**src/rtl/core/lrf_pkg.sv**
```systemverilog
`default_nettype none

package lrf_pkg;

   localparam int SAMPLE_BITS    = 24;
   localparam int IN_BITS        = 24;
   localparam int OUT_BITS       = 32;
   localparam int OUT_PAD        = OUT_BITS - SAMPLE_BITS;
   localparam int FRAC_BITS      = 16;
   localparam int PHASE_BITS     = 48;
   localparam int INT_BITS       = PHASE_BITS - FRAC_BITS;
   localparam int COUNT_BITS     = 32;
   localparam int STEP_BITS      = 18;
   localparam int CSR_DATA_BITS  = 32;
   localparam int CSR_INDEX_BITS = 2;
   localparam int DIGIT_BITS     = 4;
   localparam int INTERP_DIGITS  = FRAC_BITS / DIGIT_BITS;
   localparam int GAIN_SHIFT     = 8;
   localparam int FADE_DIGITS    = GAIN_SHIFT / DIGIT_BITS;
   localparam int FADE_LENGTH    = 1 << GAIN_SHIFT;
   localparam int MAX_RESULTS    = 4;
   localparam int K_BITS         = $clog2(MAX_RESULTS + 1);
   localparam int DCNT_BITS      = $clog2(INTERP_DIGITS + 1);
   localparam int ACC_BITS       = SAMPLE_BITS + DIGIT_BITS + 2;

   localparam logic [STEP_BITS-1:0]  MIN_STEP          = STEP_BITS'(32768);
   localparam logic [STEP_BITS-1:0]  STEP_RESET        = STEP_BITS'(61656);
   localparam logic [COUNT_BITS-1:0] SOURCE_RESET      = COUNT_BITS'(1);
   localparam logic [COUNT_BITS-1:0] OUTPUT_RESET      = COUNT_BITS'(0);
   localparam logic                  STEREO_RESET      = 1'b1;

   typedef enum logic [CSR_INDEX_BITS-1:0] {
      CSR_STEP          = 2'd0,
      CSR_SOURCE_FRAMES = 2'd1,
      CSR_OUTPUT_FRAMES = 2'd2,
      CSR_STEREO_MODE   = 2'd3
   } csr_index_type;

   typedef enum logic [4:0] {
      ST_IDLE  = 5'b00001,
      ST_CHECK = 5'b00010,
      ST_MUL   = 5'b00100,
      ST_FADE  = 5'b01000,
      ST_ADV   = 5'b10000
   } state_type;

endpackage

`default_nettype wire

```
**src/rtl/core/linear_resampler_with_fade_unit.sv**
```systemverilog
`default_nettype none
// A request is taken only while the unit is idle. An interpolated result runs the serial
// multiply over the fraction digits and a copied result skips it; a fade inside the ramp
// adds a second serial multiply pass. Each request yields at most four results.
// The next request is not taken until the last result of the current one has moved to
// the output register, so stalls on rsp_ready hold it back.
// Synchronous reset restores register defaults and clears phase, history and counts.

module linear_resampler_with_fade_unit (
   input  wire                                          clock,
   input  wire                                          reset,
   input  wire                                          req_valid,
   output logic                                         req_ready,
   input  wire  signed [lrf_pkg::IN_BITS-1:0]           req_sample_left,
   input  wire  signed [lrf_pkg::IN_BITS-1:0]           req_sample_right,
   output logic                                         rsp_valid,
   input  wire                                          rsp_ready,
   output logic signed [lrf_pkg::OUT_BITS-1:0]          rsp_out_left,
   output logic signed [lrf_pkg::OUT_BITS-1:0]          rsp_out_right,
   output logic                                         rsp_last_of_run,
   output logic                                         rsp_end_of_track,
   input  wire                                          csr_wen,
   input  wire         [lrf_pkg::CSR_INDEX_BITS-1:0]    csr_index,
   input  wire         [lrf_pkg::CSR_DATA_BITS-1:0]     csr_wdata
);

   localparam int SW = lrf_pkg::SAMPLE_BITS;

   lrf_pkg::state_type state_ff, state_in;

   logic [lrf_pkg::STEP_BITS-1:0]  step_cfg_ff, step_cfg_in;
   logic [lrf_pkg::COUNT_BITS-1:0] src_frames_ff, src_frames_in;
   logic [lrf_pkg::COUNT_BITS-1:0] out_frames_ff, out_frames_in;
   logic                           stereo_ff, stereo_in;

   logic [lrf_pkg::PHASE_BITS-1:0] phase_ff, phase_in;
   logic signed [SW-1:0]           prev_l_ff, prev_l_in, prev_r_ff, prev_r_in;
   logic [lrf_pkg::COUNT_BITS-1:0] index_ff, index_in;
   logic [lrf_pkg::COUNT_BITS-1:0] count_ff, count_in;
   logic [lrf_pkg::K_BITS-1:0]     k_ff, k_in;
   logic                           copy_ff, copy_in;
   logic                           pend_ff, pend_in;
   logic                           rsp_valid_ff, rsp_valid_in;

   logic signed [SW-1:0]                 cur_l_ff, cur_l_in, cur_r_ff, cur_r_in;
   logic                                 final_ff, final_in;
   logic [lrf_pkg::COUNT_BITS-1:0]       fstart_ff, fstart_in;
   logic [lrf_pkg::STEP_BITS-1:0]        step_ff, step_in;
   logic signed [SW:0]                   mul_l_ff, mul_l_in, mul_r_ff, mul_r_in;
   logic signed [lrf_pkg::ACC_BITS-1:0]  acc_l_ff, acc_l_in, acc_r_ff, acc_r_in;
   logic [lrf_pkg::FRAC_BITS-1:0]        digits_ff, digits_in;
   logic [lrf_pkg::DCNT_BITS-1:0]        dcnt_ff, dcnt_in;
   logic                                 mul_fade_ff, mul_fade_in;
   logic                                 interp_ff, interp_in;
   logic signed [SW-1:0]                 val_l_ff, val_l_in, val_r_ff, val_r_in;
   logic signed [lrf_pkg::OUT_BITS-1:0]  rsp_left_ff, rsp_left_in, rsp_right_ff, rsp_right_in;
   logic                                 rsp_last_ff, rsp_last_in, rsp_end_ff, rsp_end_in;

   logic [lrf_pkg::INT_BITS-1:0]         phase_int;
   logic [lrf_pkg::COUNT_BITS-1:0]       index_m1;
   logic                                 interp_hit, copy_hit, more_room, next_exists, out_free;
   logic signed [lrf_pkg::DIGIT_BITS:0]  digit_s;
   logic signed [lrf_pkg::ACC_BITS-1:0]  prod_l, prod_r, sum_l, sum_r, shr_l, shr_r;
   logic signed [SW:0]                   isum_l, isum_r;
   logic signed [SW-1:0]                 base_l, base_r;
   logic [lrf_pkg::COUNT_BITS:0]         off_full;
   logic                                 off_big;
   logic [lrf_pkg::GAIN_SHIFT-1:0]       gain;

   assign phase_int   = phase_ff[lrf_pkg::PHASE_BITS-1:lrf_pkg::FRAC_BITS];
   assign index_m1    = index_ff - lrf_pkg::COUNT_BITS'(1);
   assign interp_hit  = (index_ff != '0) && (phase_int == index_m1);
   assign copy_hit    = final_ff && (phase_int == index_ff);
   assign more_room   = (k_ff != lrf_pkg::K_BITS'(lrf_pkg::MAX_RESULTS));
   assign next_exists = more_room && (copy_ff ? copy_hit : interp_hit);
   assign out_free    = !rsp_valid_ff || rsp_ready;

   assign digit_s = $signed({1'b0, digits_ff[lrf_pkg::DIGIT_BITS-1:0]});
   assign prod_l  = mul_l_ff * digit_s;
   assign prod_r  = mul_r_ff * digit_s;
   assign sum_l   = acc_l_ff + prod_l;
   assign sum_r   = acc_r_ff + prod_r;
   assign shr_l   = sum_l >>> lrf_pkg::DIGIT_BITS;
   assign shr_r   = sum_r >>> lrf_pkg::DIGIT_BITS;

   assign isum_l = {prev_l_ff[SW-1], prev_l_ff} + acc_l_ff[SW:0];
   assign isum_r = {prev_r_ff[SW-1], prev_r_ff} + acc_r_ff[SW:0];
   assign base_l = interp_ff ? isum_l[SW-1:0] : val_l_ff;
   assign base_r = interp_ff ? isum_r[SW-1:0] : val_r_ff;

   assign off_full = {1'b0, count_ff} - {1'b0, fstart_ff};
   assign off_big  = (off_full[lrf_pkg::COUNT_BITS-1:lrf_pkg::GAIN_SHIFT] != '0);
   assign gain     = lrf_pkg::GAIN_SHIFT'(0) - off_full[lrf_pkg::GAIN_SHIFT-1:0];

   always_comb begin
      state_in      = state_ff;
      step_cfg_in   = step_cfg_ff;
      src_frames_in = src_frames_ff;
      out_frames_in = out_frames_ff;
      stereo_in     = stereo_ff;
      phase_in      = phase_ff;
      prev_l_in     = prev_l_ff;
      prev_r_in     = prev_r_ff;
      index_in      = index_ff;
      count_in      = count_ff;
      k_in          = k_ff;
      copy_in       = copy_ff;
      pend_in       = pend_ff;
      rsp_valid_in  = rsp_valid_ff && !rsp_ready;
      cur_l_in      = cur_l_ff;
      cur_r_in      = cur_r_ff;
      final_in      = final_ff;
      fstart_in     = fstart_ff;
      step_in       = step_ff;
      mul_l_in      = mul_l_ff;
      mul_r_in      = mul_r_ff;
      acc_l_in      = acc_l_ff;
      acc_r_in      = acc_r_ff;
      digits_in     = digits_ff;
      dcnt_in       = dcnt_ff;
      mul_fade_in   = mul_fade_ff;
      interp_in     = interp_ff;
      val_l_in      = val_l_ff;
      val_r_in      = val_r_ff;
      rsp_left_in   = rsp_left_ff;
      rsp_right_in  = rsp_right_ff;
      rsp_last_in   = rsp_last_ff;
      rsp_end_in    = rsp_end_ff;

      if (csr_wen) begin
         case (lrf_pkg::csr_index_type'(csr_index))
            lrf_pkg::CSR_STEP:          step_cfg_in   = csr_wdata[lrf_pkg::STEP_BITS-1:0];
            lrf_pkg::CSR_SOURCE_FRAMES: src_frames_in = csr_wdata[lrf_pkg::COUNT_BITS-1:0];
            lrf_pkg::CSR_OUTPUT_FRAMES: out_frames_in = csr_wdata[lrf_pkg::COUNT_BITS-1:0];
            lrf_pkg::CSR_STEREO_MODE:   stereo_in     = csr_wdata[0];
            default: ;
         endcase
      end

      case (state_ff)
         lrf_pkg::ST_IDLE: begin
            if (req_valid) begin
               cur_l_in = req_sample_left[SW-1:0];
               cur_r_in = stereo_ff ? req_sample_right[SW-1:0] : req_sample_left[SW-1:0];
               final_in = (({1'b0, index_ff} + (lrf_pkg::COUNT_BITS+1)'(1))
                           >= {1'b0, src_frames_ff});
               fstart_in = (out_frames_ff > lrf_pkg::COUNT_BITS'(lrf_pkg::FADE_LENGTH))
                         ? out_frames_ff - lrf_pkg::COUNT_BITS'(lrf_pkg::FADE_LENGTH) : '0;
               step_in  = (step_cfg_ff < lrf_pkg::MIN_STEP) ? lrf_pkg::MIN_STEP : step_cfg_ff;
               k_in     = '0;
               copy_in  = 1'b0;
               pend_in  = 1'b0;
               state_in = lrf_pkg::ST_CHECK;
            end
         end
         lrf_pkg::ST_CHECK: begin
            if (!copy_ff && more_room && !interp_hit) begin
               copy_in = 1'b1;
            end else if (!pend_ff || out_free) begin
               if (pend_ff) begin
                  rsp_valid_in = 1'b1;
                  rsp_left_in  = {val_l_ff, {lrf_pkg::OUT_PAD{1'b0}}};
                  rsp_right_in = {val_r_ff, {lrf_pkg::OUT_PAD{1'b0}}};
                  rsp_last_in  = !next_exists;
                  rsp_end_in   = !next_exists && final_ff;
                  pend_in      = 1'b0;
               end
               if (next_exists) begin
                  if (copy_ff) begin
                     val_l_in  = cur_l_ff;
                     val_r_in  = cur_r_ff;
                     interp_in = 1'b0;
                     state_in  = lrf_pkg::ST_FADE;
                  end else begin
                     mul_l_in    = {cur_l_ff[SW-1], cur_l_ff} - {prev_l_ff[SW-1], prev_l_ff};
                     mul_r_in    = {cur_r_ff[SW-1], cur_r_ff} - {prev_r_ff[SW-1], prev_r_ff};
                     acc_l_in    = '0;
                     acc_r_in    = '0;
                     digits_in   = phase_ff[lrf_pkg::FRAC_BITS-1:0];
                     dcnt_in     = lrf_pkg::DCNT_BITS'(lrf_pkg::INTERP_DIGITS);
                     mul_fade_in = 1'b0;
                     interp_in   = 1'b1;
                     state_in    = lrf_pkg::ST_MUL;
                  end
               end else begin
                  if (final_ff) begin
                     phase_in  = '0;
                     prev_l_in = '0;
                     prev_r_in = '0;
                     index_in  = '0;
                     count_in  = '0;
                  end else begin
                     prev_l_in = cur_l_ff;
                     prev_r_in = cur_r_ff;
                     index_in  = index_ff + lrf_pkg::COUNT_BITS'(1);
                  end
                  state_in = lrf_pkg::ST_IDLE;
               end
            end
         end
         lrf_pkg::ST_MUL: begin
            acc_l_in  = shr_l;
            acc_r_in  = shr_r;
            digits_in = digits_ff >> lrf_pkg::DIGIT_BITS;
            dcnt_in   = dcnt_ff - lrf_pkg::DCNT_BITS'(1);
            if (dcnt_ff == lrf_pkg::DCNT_BITS'(1)) begin
               if (mul_fade_ff) begin
                  val_l_in = shr_l[SW-1:0];
                  val_r_in = shr_r[SW-1:0];
                  state_in = lrf_pkg::ST_ADV;
               end else begin
                  state_in = lrf_pkg::ST_FADE;
               end
            end
         end
         lrf_pkg::ST_FADE: begin
            interp_in = 1'b0;
            val_l_in  = base_l;
            val_r_in  = base_r;
            state_in  = lrf_pkg::ST_ADV;
            if (!off_full[lrf_pkg::COUNT_BITS] && (off_full != '0)) begin
               if (off_big) begin
                  val_l_in = '0;
                  val_r_in = '0;
               end else begin
                  mul_l_in    = {base_l[SW-1], base_l};
                  mul_r_in    = {base_r[SW-1], base_r};
                  acc_l_in    = '0;
                  acc_r_in    = '0;
                  digits_in   = lrf_pkg::FRAC_BITS'(gain);
                  dcnt_in     = lrf_pkg::DCNT_BITS'(lrf_pkg::FADE_DIGITS);
                  mul_fade_in = 1'b1;
                  state_in    = lrf_pkg::ST_MUL;
               end
            end
         end
         lrf_pkg::ST_ADV: begin
            phase_in = phase_ff + lrf_pkg::PHASE_BITS'(step_ff);
            count_in = count_ff + lrf_pkg::COUNT_BITS'(1);
            k_in     = k_ff + lrf_pkg::K_BITS'(1);
            pend_in  = 1'b1;
            state_in = lrf_pkg::ST_CHECK;
         end
         default: begin
            state_in = lrf_pkg::ST_IDLE;
         end
      endcase
   end

   always_ff @(posedge clock) begin
      if (reset) begin
         state_ff      <= lrf_pkg::ST_IDLE;
         step_cfg_ff   <= lrf_pkg::STEP_RESET;
         src_frames_ff <= lrf_pkg::SOURCE_RESET;
         out_frames_ff <= lrf_pkg::OUTPUT_RESET;
         stereo_ff     <= lrf_pkg::STEREO_RESET;
         phase_ff      <= '0;
         prev_l_ff     <= '0;
         prev_r_ff     <= '0;
         index_ff      <= '0;
         count_ff      <= '0;
         k_ff          <= '0;
         copy_ff       <= 1'b0;
         pend_ff       <= 1'b0;
         rsp_valid_ff  <= 1'b0;
      end else begin
         state_ff      <= state_in;
         step_cfg_ff   <= step_cfg_in;
         src_frames_ff <= src_frames_in;
         out_frames_ff <= out_frames_in;
         stereo_ff     <= stereo_in;
         phase_ff      <= phase_in;
         prev_l_ff     <= prev_l_in;
         prev_r_ff     <= prev_r_in;
         index_ff      <= index_in;
         count_ff      <= count_in;
         k_ff          <= k_in;
         copy_ff       <= copy_in;
         pend_ff       <= pend_in;
         rsp_valid_ff  <= rsp_valid_in;
      end
   end

   always_ff @(posedge clock) begin
      cur_l_ff     <= cur_l_in;
      cur_r_ff     <= cur_r_in;
      final_ff     <= final_in;
      fstart_ff    <= fstart_in;
      step_ff      <= step_in;
      mul_l_ff     <= mul_l_in;
      mul_r_ff     <= mul_r_in;
      acc_l_ff     <= acc_l_in;
      acc_r_ff     <= acc_r_in;
      digits_ff    <= digits_in;
      dcnt_ff      <= dcnt_in;
      mul_fade_ff  <= mul_fade_in;
      interp_ff    <= interp_in;
      val_l_ff     <= val_l_in;
      val_r_ff     <= val_r_in;
      rsp_left_ff  <= rsp_left_in;
      rsp_right_ff <= rsp_right_in;
      rsp_last_ff  <= rsp_last_in;
      rsp_end_ff   <= rsp_end_in;
   end

   assign req_ready        = (state_ff == lrf_pkg::ST_IDLE);
   assign rsp_valid        = rsp_valid_ff;
   assign rsp_out_left     = rsp_left_ff;
   assign rsp_out_right    = rsp_right_ff;
   assign rsp_last_of_run  = rsp_last_ff;
   assign rsp_end_of_track = rsp_end_ff;

endmodule

`default_nettype wire

```
**config.mk**
```make
export PLATFORM = sky130hd
export DESIGN_NAME = linear_resampler_with_fade_unit
export DESIGN_NICKNAME = d
export VERILOG_FILES = /design/src/rtl/core/lrf_pkg.sv /design/src/rtl/core/linear_resampler_with_fade_unit.sv
export SDC_FILE = /design/constraint.sdc
export NUM_CORES = 2
export LEC_CHECK = 0
export BUFFER_PORTS_ARGS = -buffer_cell sky130_fd_sc_hd__buf_4
export CAP_MARGIN = 20
export CORE_UTILIZATION = 55
export DETAILED_ROUTE_END_ITERATION = 10
export PLACE_DENSITY = 0.72
export RECOVER_POWER = 50
export SYNTH_ARGS = -nofsm -noshare
export SYNTH_HDL_FRONTEND = slang
export SYNTH_SLANG_ARGS = --single-unit
```
**constraint.sdc**
```tcl
create_clock -name clock -period 20.3 [get_ports clock]
set_input_delay 4.06 -clock clock [delete_from_list [all_inputs] [get_ports clock]]
set_output_delay 4.06 -clock clock [all_outputs]
set_load 0.02 [all_outputs]
```
==> summary.md <==
| Metric | Value |
|---|---|
| GP Congestion | 0.908 |
| H-tree level count | 3 |
| Area taken by flip-flops and latches | 14700 µm² |
| Wire length of the first global-routing pass | 176 mm |
| Met3 Usage GRT | 4.27% |
| Synth warnings | 0 |
| Port-buffer cells | 138 |
| Final global-route overflow total | 0 |
| Total power divided by cell area | 66.7 nW/µm² |
| Number of buffers inserted by post-CTS setup repair | 0 |
| # rows | 100 |
| Post-Syn Instances | 4608 |
| Final routed DRC violation total | 0 |
| Area growth, synth to finish | 8.72% |
| Number of gates given a new drive strength after cts | 0 |
| Worst setup path class | input port to register |
| Number of DRC markers after the initial detailed-route iteration | 2659 |
| Failing checks | capacitance limit, slew limit |
| Antenna violations before repair | 2 |
| Final Util | 60.6% |
| Maximum root-to-sink buffer count | 3 |
| # hold bufs at CTS | 0 |
| Final worst path period need | 9.20 ns |
| Highest attainable clock frequency | 109 MHz |
| Vias/cell | 5.92 |
| Antenna cell count | 0 |
| Vias in the first global route | 32382 |
| Via count | 33518 |
| Maximum fanout encountered on the critical timing path | 53 |
| Actual slew at the worst max-slew pin | 4.00 ns |
| Met1 Track Usage GR | 38.5% |
| Cell area after technology mapping | 41600 µm² |
| Busiest metal layer after global routing | met2 |
| Worst supply voltage drop on vdd | 0.0700 mV |
| Post-synthesis async set-or-reset flop share | 0% |
| Slew margin rel. | -167% |
| Setup repair after global routing missed its margin | no |
| Initial core utilization | 55.7% |
| Sinks on Clock Net | 574 |
| Clock transition time at the flip-flop clock pins of the worst setup and hold paths | 0.06 ns |
| Number of distinct standard cells referenced by the synthesized netlist | 99 |
| Data arrival time at the worst-slack endpoint | 9.58 ns |
| Number of nets in the layout | 5177 |
| Register area share after synthesis | 35.4% |
| Critical path required time | 20.68 ns |
| Post-DP HPWL | 78.9 mm |
| Element type at the critical path end | register |
| Total CTS buffers | 69 |
| Post-DRT Antenna Nets | 0 |
| Leakage power figure | 18.8 nW |
| Fin. max-slew vios | 573 |
| Max-capacitance violation count | 11 |
| Total Routing Usage GR | 28.6% |
| Final Setup Violations | 0 |
| Top cells by area, synth | sky130_fd_sc_hd__edfxtp_1 (23%), sky130_fd_sc_hd__dfxtp_1 (12%), sky130_fd_sc_hd__ha_1 (9.0%) |
| Pin count of the biggest net entering global routing | 97 |
| Die H | 277 µm |
| Number of ports placed on the die boundary | 155 |
| Final wirelength | 110 mm |
| Clk Latency, worst-skew pair | 0.62 ns |
| Die W | 277 µm |
| Number of iterations in the first detailed-routing pass | 6 |
| Placeable Area | 74600 µm² |
| Share of final-layout standard cells stronger than drive strength 1 | 5.77% |
| Worst Hold Margin | 0.446 ns |
| Mapped Avg Cell Area | 9.02 µm² |
| Most frequently used flop master after synthesis | sky130_fd_sc_hd__edfxtp_1 |
| Outcome | complete, but fails checks |
| Average detailed-routed wire length per instance | 19.5 µm |
| Overall power | 3.01 mW |
| Worst Clk Skew | 0.0269 ns |
| Filler cell count | 6425 |
| Clock Root Buffer | sky130_fd_sc_hd__clkbuf_16 |
| Final Hold Fails | 0 |
| Kind of start point of the critical path | input port |
| Tightest Hold Check Type | register to register |
| Total negative slack | 0 ns |
| Number of register bits inferred by synthesis | 574 |
| Global-route met2 utilization | 47.8% |
| Most common library cells after synthesis | sky130_fd_sc_hd__inv_1 (473), sky130_fd_sc_hd__nand2_1 (421), sky130_fd_sc_hd__a21oi_1 (371) |
| Area leader, netlist | sky130_fd_sc_hd__edfxtp_1 |
| Clock tree from TritonCTS | built |
| Multi-input gate area | 24200 µm² |
| Cell with the most instances after synthesis | sky130_fd_sc_hd__inv_1 |
| Fraction of the cycle the final worst path needs | 45.3% |
| Die Area | 76700 µm² |
| Share of the synthesized area in the top cell type | 23.1% |
| Post-synth EDFFs | 320 |
layout make-up:
cell class                 instances  share of cell area [%]
tap                              969                    2.68
clock inverter                    31                   0.678
timing repair buffer             173                    2.26
inverter                         473                    3.93
multi-input combinational       3345                    53.5
clock buffer                      97                    4.39
sequential                       574                    32.5
final timing paths:
path                                             start                    endpoint  slack (ns)  cells after the start
worst max-delay path                         req_valid        k_ff[0]$_SDFFE_PP0P_       11.10                      6
worst min-delay path             val_l_ff[2]$_DFFE_PP_  rsp_out_left[10]$_DFFE_PP_        0.45                      0
worst max register to register  digits_ff[1]$_DFFE_PP_      val_r_ff[20]$_DFFE_PP_       12.00                     18
worst min register to register   val_l_ff[2]$_DFFE_PP_  rsp_out_left[10]$_DFFE_PP_        0.45                      0
where the power goes:
group / leakage, nW / internal [mW] / total [mW] / switching, mW
Combinational: 12.7 / 0.172 / 0.444 / 0.272
Clock: 1.12 / 0.750 / 1.26 / 0.514
Sequential: 5.03 / 1.28 / 1.31 / 0.0264
Total: 18.8 / 2.20 / 3.01 / 0.812
through the flow:
step | std cells | worst slack [ns] | cell area (µm²)
after floorplan | 4623 | 10.48 | 41600
after global placement | 5531 | 13.54 | 43200
after detailed placement | 5533 | 13.48 | 43200
after CTS | 5661 | 14.00 | 45500
after global routing | 5662 | 10.62 | 45200
final | 5662 | 11.10 | 45200
sequential cells by signal, indices dropped and copies added (netlist names), 5 cells and up:
signal and count:
phase_ff 48, count_ff 32, fstart_ff 32, index_ff 32
out_frames_ff 32, src_frames_ff 32, acc_l_ff 26, acc_r_ff 26
mul_l_ff 25, mul_r_ff 25, cur_l_ff 24, cur_r_ff 24
prev_l_ff 24, prev_r_ff 24, rsp_out_left 24, rsp_out_right 24
val_l_ff 24, val_r_ff 24, step_cfg_ff 18, step_ff 18
digits_ff 16, state_ff 5
kinds of logic (layout without fill, tap and decap cells):
logic type	after synthesis	in the layout	synth area share, %
buf+inv	704	774	6.68
other cells	1	16	0.00902
simple gates	1561	1561	19.2
compound gates	979	979	14.8
xor+xnor	249	249	5.32
flops	574	574	35.4
fa+ha+maj	454	454	16.5
mux	86	86	2.17
critical path, stage by stage:
cell,delay [ns]
sky130_fd_sc_hd__clkbuf_1,0.14
sky130_fd_sc_hd__and2_0,2.86
sky130_fd_sc_hd__clkbuf_1,2.06
sky130_fd_sc_hd__nor3_1,0.13
sky130_fd_sc_hd__a21oi_1,0.25
sky130_fd_sc_hd__nor2_1,0.06
cell usage in the layout, fill, tap and decap left out, types with 25 or more instances in the layout:
master                      netlist  routed
sky130_fd_sc_hd__nand4_1         43      43
sky130_fd_sc_hd__o21a_1          31      32
sky130_fd_sc_hd__a31oi_1         34      34
sky130_fd_sc_hd__mux2i_1         52      52
sky130_fd_sc_hd__nor3_1          88      86
sky130_fd_sc_hd__a21oi_1        371     372
sky130_fd_sc_hd__nor4_1          33      33
sky130_fd_sc_hd__mux2_2          34      27
sky130_fd_sc_hd__clkbuf_16        0      72
sky130_fd_sc_hd__and2_1         147     145
sky130_fd_sc_hd__a221o_1         33      33
sky130_fd_sc_hd__fa_1           156     156
sky130_fd_sc_hd__a22oi_1         28      28
sky130_fd_sc_hd__inv_1          473     473
sky130_fd_sc_hd__clkbuf_1       194      99
sky130_fd_sc_hd__nor2_1         338     337
sky130_fd_sc_hd__nor3b_1         64      62
sky130_fd_sc_hd__ha_1           298     298
sky130_fd_sc_hd__buf_4           16      82
sky130_fd_sc_hd__xnor2_1        159     159
sky130_fd_sc_hd__dfxtp_1        254     254
sky130_fd_sc_hd__o21ai_0        196     196
sky130_fd_sc_hd__and3_1          57      57
sky130_fd_sc_hd__xor2_1          88      88
sky130_fd_sc_hd__nor2b_1         59      59
sky130_fd_sc_hd__or3_1           68      68
sky130_fd_sc_hd__nand2b_1        44      44
sky130_fd_sc_hd__a211oi_1        25      25
sky130_fd_sc_hd__nand2_1        421     421
sky130_fd_sc_hd__a21o_1          79      79
sky130_fd_sc_hd__edfxtp_1       320     320
sky130_fd_sc_hd__nand3_1         85      85
routing by layer:
layer	part of all wire, %	vias to the layer above
met3	6.8	171
met5	0	-
met2	48	1132
met1	43	16096
li1	-	16119
met4	2.4	0
Power figures use the tool's default switching activity.
